## src/rtl/mibs64_block_cipher_assert.svh

```systemverilog
// Assertion macros for the MIBS-64 cipher block.
`ifndef MIBS64_BLOCK_CIPHER_ASSERT_SVH
`define MIBS64_BLOCK_CIPHER_ASSERT_SVH

`ifndef ASSERT_OFF
// Property checked on every clock edge out of reset.
`define MIBS_ASSERT(lbl, clk, rstn, prop, msg) \
    lbl: assert property (@(posedge clk) disable iff (!rstn) prop) else $error(msg);
// Signal must be low on the cycle after a reset edge.
`define MIBS_ASSERT_RST(lbl, clk, rstn, sig, msg) \
    lbl: assert property (@(posedge clk) !rstn |=> !(sig)) else $error(msg);
`else
`define MIBS_ASSERT(lbl, clk, rstn, prop, msg)
`define MIBS_ASSERT_RST(lbl, clk, rstn, sig, msg)
`endif

`endif

```

## src/rtl/mibs_pkg.sv

```systemverilog
`timescale 1ns / 1ps
package mibs_pkg;

    localparam int ROUNDS = 32;
    localparam int RND_W  = 5;

    localparam logic [3:0] SBOX_FWD [16] = '{
        4'h4, 4'hF, 4'h3, 4'h8, 4'hD, 4'hA, 4'hC, 4'h0,
        4'hB, 4'h5, 4'h7, 4'hE, 4'h2, 4'h6, 4'h1, 4'h9
    };
    localparam logic [3:0] SBOX_INV [16] = '{
        4'h7, 4'hE, 4'hC, 4'h2, 4'h0, 4'h9, 4'hD, 4'hA,
        4'h3, 4'hF, 4'h5, 4'h8, 4'h6, 4'h4, 4'hB, 4'h1
    };

    typedef enum logic {
        CMD_ENCRYPT = 1'b0,
        CMD_DECRYPT = 1'b1
    } t_cmd;

    typedef struct packed {
        t_cmd        cmd;
        logic [63:0] block;
        logic [63:0] key;
    } t_item;

    // Feistel round function on one 32-bit half.
    function automatic logic [31:0] round_fn(input logic [31:0] x, input logic [63:0] key);
        logic [31:0] y;
        logic [31:0] s;
        logic [3:0]  n [8];
        logic [3:0]  m [8];
        y = x ^ key[63:32];
        for (int i = 0; i < 8; i++) begin
            s[4*i +: 4] = SBOX_FWD[y[4*i +: 4]];
        end
        // n[0] is the top nibble
        for (int k = 0; k < 8; k++) begin
            n[k] = s[28 - 4*k +: 4];
        end
        m[0] = n[1] ^ n[2] ^ n[3] ^ n[4] ^ n[5] ^ n[6];
        m[1] = n[0] ^ n[2] ^ n[3] ^ n[5] ^ n[6] ^ n[7];
        m[2] = n[0] ^ n[1] ^ n[3] ^ n[4] ^ n[6] ^ n[7];
        m[3] = n[0] ^ n[1] ^ n[2] ^ n[4] ^ n[5] ^ n[7];
        m[4] = n[0] ^ n[1] ^ n[3] ^ n[4] ^ n[5];
        m[5] = n[0] ^ n[1] ^ n[2] ^ n[5] ^ n[6];
        m[6] = n[1] ^ n[2] ^ n[3] ^ n[6] ^ n[7];
        m[7] = n[0] ^ n[2] ^ n[3] ^ n[4] ^ n[7];
        return {m[2], m[0], m[3], m[6], m[7], m[4], m[5], m[1]};
    endfunction

    // Key schedule step, forward direction.
    function automatic logic [63:0] key_fwd(input logic [63:0] key, input logic [RND_W-1:0] rnd);
        logic [63:0] k;
        k = {key[14:0], key[63:15]};
        k[63:60] = SBOX_FWD[k[63:60]];
        k[15:11] = k[15:11] ^ rnd;
        return k;
    endfunction

    // Key schedule step, inverse direction.
    function automatic logic [63:0] key_inv(input logic [63:0] key, input logic [RND_W-1:0] rnd);
        logic [63:0] k;
        k = key;
        k[15:11] = k[15:11] ^ rnd;
        k[63:60] = SBOX_INV[k[63:60]];
        return {k[48:0], k[63:49]};
    endfunction

endpackage

```

## src/rtl/mibs_cell.sv

```systemverilog
`timescale 1ns / 1ps
// One round of the cipher, either direction, with its stage register.
module mibs_cell import mibs_pkg::*; (
    input  logic             i_clk,
    input  logic             i_rst_n,
    input  logic             i_go,
    input  logic             i_valid,
    input  t_item            i_item,
    input  logic [RND_W-1:0] i_enc_rnd,
    input  logic [RND_W-1:0] i_dec_rnd,
    output logic             o_valid,
    output t_item            o_item
);

    logic  r_valid;
    t_item r_item;
    t_item n_item;
    logic [63:0] w_key_e;
    logic [31:0] w_left;
    logic [31:0] w_right;

    assign w_left  = i_item.block[63:32];
    assign w_right = i_item.block[31:0];
    assign w_key_e = key_fwd(i_item.key, i_enc_rnd);

    always_comb begin
        n_item.cmd = i_item.cmd;
        if (i_item.cmd == CMD_ENCRYPT) begin
            n_item.block = {round_fn(w_left, w_key_e) ^ w_right, w_left};
            n_item.key   = w_key_e;
        end else begin
            n_item.block = {w_right, round_fn(w_right, i_item.key) ^ w_left};
            n_item.key   = key_inv(i_item.key, i_dec_rnd);
        end
    end

    always_ff @(posedge i_clk) begin
        if (!i_rst_n) begin
            r_valid <= 1'b0;
        end else if (i_go) begin
            r_valid <= i_valid;
        end
    end

    always_ff @(posedge i_clk) begin
        if (i_go) begin
            r_item <= n_item;
        end
    end

    assign o_valid = r_valid;
    assign o_item  = r_item;

endmodule

```

## config.mk

```make
export PLATFORM = sky130hd
export DESIGN_NAME = mibs_cell
export DESIGN_NICKNAME = d
export VERILOG_FILES = /design/src/rtl/mibs64_block_cipher_assert.svh /design/src/rtl/mibs_pkg.sv /design/src/rtl/mibs_cell.sv
export SDC_FILE = /design/constraint.sdc
export NUM_CORES = 1
export LEC_CHECK = 0
export ABC_CLOCK_PERIOD_IN_PS = 8090
export BUFFER_PORTS_ARGS = -buffer_cell sky130_fd_sc_hd__buf_4
export CORE_ASPECT_RATIO = 0.6
export CORE_MARGIN = 3
export CORE_UTILIZATION = 50
export CTS_BUF_LIST = sky130_fd_sc_hd__clkbuf_16
export CTS_CLUSTER_DIAMETER = 60
export DETAILED_ROUTE_END_ITERATION = 10
export HOLD_SLACK_MARGIN = 0.08
export PLACE_DENSITY = 0.82
export SETUP_SLACK_MARGIN = 0.02
export SLEW_MARGIN = 20
export SYNTH_ARGS = -nofsm -noshare
export SYNTH_HDL_FRONTEND = slang
export SYNTH_SLANG_ARGS = --single-unit
```

## constraint.sdc

```tcl
create_clock -name i_clk -period 8.09 [get_ports i_clk]
set_input_delay 0.809 -clock i_clk [delete_from_list [all_inputs] [get_ports i_clk]]
set_output_delay 0.809 -clock i_clk [all_outputs]
set_load 0.1 [all_outputs]
```

==> impl_metrics.tcl, run 1 <==
set metrics [dict create \
    placedCellCount 1536 \
    setup_tns_ns 0 \
    dieArea_um2 24500 \
    clk_pin_slew_worst_paths_ns 0.06 \
    min_period_ns 3.75 \
    cts_max_path_buffers 2 \
    diodes 0 \
    met3_usage_pct 10.2 \
    cts_buffers 17 \
    r2r-start "o_valid$_SDFFE_PN0P_" \
    synth_ff_type "edfxtp_1" \
    grt_max_degree 93 \
    ir_worst_vdd_v 0.000186 \
    cts_hold_buffers 0 \
    crit_path_start_kind "primary input" \
    worst_pin_slew_ns 1.15 \
    grtUsageMet1_pct 40.1 \
    avgSynthCellArea_um2 11.5 \
    nets 1463 \
    rr_worst_depth 2 \
    min_from "o_valid$_SDFFE_PN0P_" \
    place.gp.congestion 0.938 \
    die_w_um 200 \
    cts.sinks 130 \
    ioPinCount 273 \
    hold_viol 0 \
    netlist_area_um2 11300 \
    rsz0062_at_grt "no" \
    vias_per_cell 5.63 \
    worst-path-buf-inv 3 \
    dp_hpwl_mm 28.2 \
    hold_path.class "reg2reg" \
    cts_root_buffer "clkbuf_16" \
    status "finished, final reports clean" \
    core_region_area_um2 21600 \
    crit_slowest_cell "mux4_1" \
    r2r_setup_slack_ns 7.47 \
    setup_viol 0 \
    synth_cell_types 64 \
    synth_edf_count 129 \
    clock-skew-final_ns 0 \
    worstHoldPathCells 2 \
    drt_iter0_drc 800 \
    async_flop_share_pct 0 \
    final_max_slew_viol_count 0 \
    powerDensity_nw_per_um2 377 \
    cts_tree "done" \
    finalCritPeriodShare_pct 46.4 \
    met2_usage_pct 41.9 \
    drc 0 \
    first_pass_iters 5 \
    dieHeight_um 122 \
    endpoint_kind "flop" \
    crit_type "in2reg" \
    drv_cap 0 \
    cp.required_ns 8.28 \
    ant_nets 0 \
    vias 8822 \
    route.detailed.wl_per_inst_um 22.9 \
    ctsResizeCount 0 \
    top_usage_layer "met2" \
    crit_arrival_ns 3.94 \
    start_util_pct 52.3 \
    grt_usage_pct 28.6 \
    yosys_warnings 0 \
    relSlewSlack_pct 23.0 \
    fin_cells 1568 \
    synth_nets 1194 \
    numPortBuffers 272 \
    clock_latency_ns 0.44 \
    antenna_found_initial 3 \
    critical_path.cell_chain "buf_4 > inv_1 > ha_1 > mux4_1 > xor2_2 > inv_1 > ha_1 > and2_1 > o311ai_4 > xnor3_2 > mux2i_1 > xnor2_1" \
    post_synth_inst_count 985 \
    most-common-layout-cells "273 x buf_4, 188 x xnor2_1, 129 x edfxtp_1" \
    critPathMaxFanout 8 \
    row_count 41 \
    drive_gt1_share_pct 32.3 \
    ys_seq_elements 130 \
    slowest_delay_ns 0.57 \
    ys_seq_area_share_pct 34.5 \
    holdPathEnd "o_valid$_SDFFE_PN0P_" \
    h-tree-depth 4 \
    post_cts_buffers 0 \
    area_delta_synth_final_pct 26.0 \
    grt_pass1_wl_mm 51.2 \
    wirelength_mm 35.8 \
    leakagePower_nw 5.96 \
    grt_pass1_vias 8568 \
    grt_remaining_overflow 0 \
    fmax_mhz 266 \
    cpLargestDelayFamily "XOR/XNOR gates" \
    r2r_end "o_valid$_SDFFE_PN0P_" \
    final_common_cell "buf_4" \
]
==> layout make-up <==
class	instances	area, um2
timing repair buffer	274	2060
inverter	65	244
clock inverter	15	191
clock buffer	17	425
sequential	130	3890
tap	301	377
multi-input combinational	766	7030
fill	1614	7370
==> worst max path at each step <==
stage                          start                    end  cells after the start
final                     i_item[12]  o_item[126]$_DFFE_PP_                     12
after global routing      i_item[12]  o_item[126]$_DFFE_PP_                     12
after CTS                 i_item[12]  o_item[126]$_DFFE_PP_                     12
after detailed placement  i_item[12]  o_item[126]$_DFFE_PP_                     12
after global placement    i_item[12]  o_item[126]$_DFFE_PP_                     12
after floorplan           i_item[12]  o_item[118]$_DFFE_PP_                     11
==> routing by layer <==
layer | vias up | part of all wire [%]
met5 | - | 0.098
met4 | 6 | 2.0
met3 | 58 | 11
met2 | 405 | 43
met1 | 4352 | 44
li1 | 4001 | -
==> cells by family after synthesis <==
family,count (synthesis),synth area share (%)
AOI/OAI and AO/OA,97,6.84
DFF,130,34.5
and+or+nand+nor,146,5.66
xor gates and xnor gates,340,28.5
buffers and inverters,89,3.21
muxes,117,14.0
adders and majority gates,66,7.31
==> state kept, by name, indices dropped and copies added (netlist names) <==
name,count
o_item,129
o_valid,1
==> through the flow <==
step	power (W)	hold WS, ns	setup slack, ns	area, um2	utilization [%]
after floorplan	0.00368	0.908	4.43	11300	-
after global placement	0.00447	0.504	3.98	13600	63.0
after detailed placement	0.00449	0.534	3.90	13600	63.0
after CTS	0.00534	0.552	4.36	14200	65.9
after global routing	0.00555	0.567	4.21	14200	65.9
final	0.00537	0.555	4.34	14200	65.9
==> cells in the mapped netlist (8+ instances only) <==
master	number	area share, %
xor2_1	128	9.9
mux2_2	50	5.0
nand2_1	51	1.7
nor2_1	53	1.8
inv_1	62	2.1
a211oi_1	19	1.3
o221ai_1	9	0.70
xor2_2	8	1.2
mux4_2	26	5.2
o21ai_0	14	0.62
mux2i_1	39	3.5
nor3_1	17	0.75
xnor2_1	188	15
edfxtp_1	129	34
a21oi_1	9	0.40
o211ai_1	9	0.60
ha_1	66	7.3
clkbuf_1	10	0.33
==> power breakdown <==
group	switching (W)	internal (W)
sequential	0.0000599	0.000989
clock	0.000326	0.000513
combinational	0.00242	0.00106
==> worst min-delay path, cell delays in order (launching register included) <==
cell	delay (ns)
dfxtp_1	0.32
mux2i_1	0.13
nor2b_1	0.06
Note: power is estimated with default switching activity, not from simulation.
==> run 2, diff against run 1 <==
ABC_CLOCK_PERIOD_IN_PS = 3600   (was 8090)
clock period = 3.6 ns   (was 8.09 ns; I/O delays follow)
==> impl_metrics.tcl, run 2 (synthesis gave the netlist of run 1 again) <==
set metrics [dict create \
    status "finished, final reports clean" \
    cts_root_buffer "clkbuf_16" \
    dp_hpwl_mm 28.4 \
    final_max_slew_viol_count 0 \
    postLayoutCoreUtil_pct 67.8 \
    area_delta_synth_final_pct 29.7 \
    drc 0 \
    ctsResizeCount 0 \
    fin_cells 1623 \
    ant_nets 0 \
    p_total_w 0.0123 \
    fmax_mhz 319 \
    h-tree-depth 4 \
    post_cts_buffers 0 \
    cp.required_ns 3.79 \
    cts.sinks 130 \
    cts_hold_buffers 0 \
    relSlewSlack_pct 50.9 \
    finalCritPeriodShare_pct 87.1 \
    die_w_um 200 \
    first_pass_iters 5 \
    setup_viol 0 \
    endpoint_kind "flop" \
    timing.final.ws_setup_ns 0.464 \
    final_common_cell "buf_4" \
    largest_reg_flops 129 \
    row_count 41 \
    start_util_pct 52.3 \
    crit_path_start_kind "primary input" \
    rsz0062_at_grt "no" \
    grt_remaining_overflow 0 \
    numPortBuffers 272 \
    dieHeight_um 122 \
    core_region_area_um2 21600 \
    setup_tns_ns 0 \
    route.detailed.wl_per_inst_um 21.9 \
    powerDensity_nw_per_um2 841 \
    min_period_ns 3.14 \
    worst_pin_slew_ns 0.736 \
    cts_max_path_buffers 2 \
    crit_arrival_ns 3.33 \
    place.gp.congestion 0.944 \
    critPathMaxFanout 6 \
    drive_gt1_share_pct 34.9 \
    nets 1518 \
    cts_buffers 17 \
    clock_latency_ns 0.44 \
    ioPinCount 273 \
    grt_pass1_wl_mm 51.2 \
    drv_cap 0 \
    crit_type "in2reg" \
    dieArea_um2 24500 \
    antenna_found_initial 2 \
    leakagePower_nw 6.24 \
    grt_max_degree 88 \
    vias 8989 \
    clk_pin_slew_worst_paths_ns 0.06 \
    grt_pass1_vias 8493 \
    pre_cts_ws_ns 0.0525 \
    ir_worst_vdd_v 0.000531 \
    diodes 0 \
    wirelength_mm 35.6 \
    grt_usage_pct 28.5 \
    drt_iter0_drc 972 \
    most-common-layout-cells "326 x buf_4, 188 x xnor2_1, 129 x edfxtp_1" \
    nFillCells 1586 \
    hold_path.class "in2reg" \
    vias_per_cell 5.54 \
    placedCellCount 1591 \
    hold_viol 0 \
    clock-skew-final_ns 0 \
    cts_tree "done" \
]
-- run 2: cell types whose count changed in the layout (fill, tap and decap cells not counted) --
cell        change
buf_4          +53
clkinv_2        +1
inv_1           +1
clkinv_1        +2
clkinv_4        -2
inv_6           -1
buf_12          +2
clkinvlp_4      -1
-- run 2: final timing paths --
check                            start  slack (ns)  cells after the start                    end
hold reg to reg   o_valid$_SDFFE_PN0P_        0.52                      2   o_valid$_SDFFE_PN0P_
setup reg to reg  o_valid$_SDFFE_PN0P_        3.01                      2   o_valid$_SDFFE_PN0P_
hold / removal                 i_rst_n        0.14                      2   o_valid$_SDFFE_PN0P_
setup / recovery            i_item[12]        0.46                     12  o_item[126]$_DFFE_PP_
-- run 2: through the flow --
step	cell area [um2]	hold slack [ns]
floorplan	11300	0.459
global placement	14000	0.504
detailed placement	14000	0.502
CTS	14600	0.125
global route	14600	0.134
finish	14600	0.136
-- run 2: final cells by class --
class | count | area (um2) | area share [%]
clock buffer | 17 | 425 | 2.90
clock inverter | 15 | 174 | 1.19
inverter | 65 | 244 | 1.67
multi-input combinational | 766 | 7030 | 48.0
sequential | 130 | 3890 | 26.6
tap | 301 | 377 | 2.57
timing repair buffer | 329 | 2500 | 17.1
-- run 2: worst max-delay path, cell delays in order --
cell and delay [ns]:
buf_4 0.11, inv_1 0.10, ha_1 0.25, mux4_1 0.55, xor2_2 0.31, inv_1 0.13, ha_1 0.20, and2_1 0.15
o311ai_4 0.35, xnor3_2 0.52, mux2i_1 0.21, xnor2_1 0.09
-- run 2: power breakdown --
part	switching, W	internal (W)	leakage [nW]
clock	0.000673	0.00114	0.299
sequential	0.000117	0.00222	1.27
combinational	0.00551	0.00266	4.67
-- run 2: layer usage --
metal	GRT usage, %	part of all wire, %	wire length (um)
met5	0	0.037	13
met4	7.58	2.2	774
met3	7.30	9.8	3480
met2	41.9	43	15200
met1	42.0	45	16100
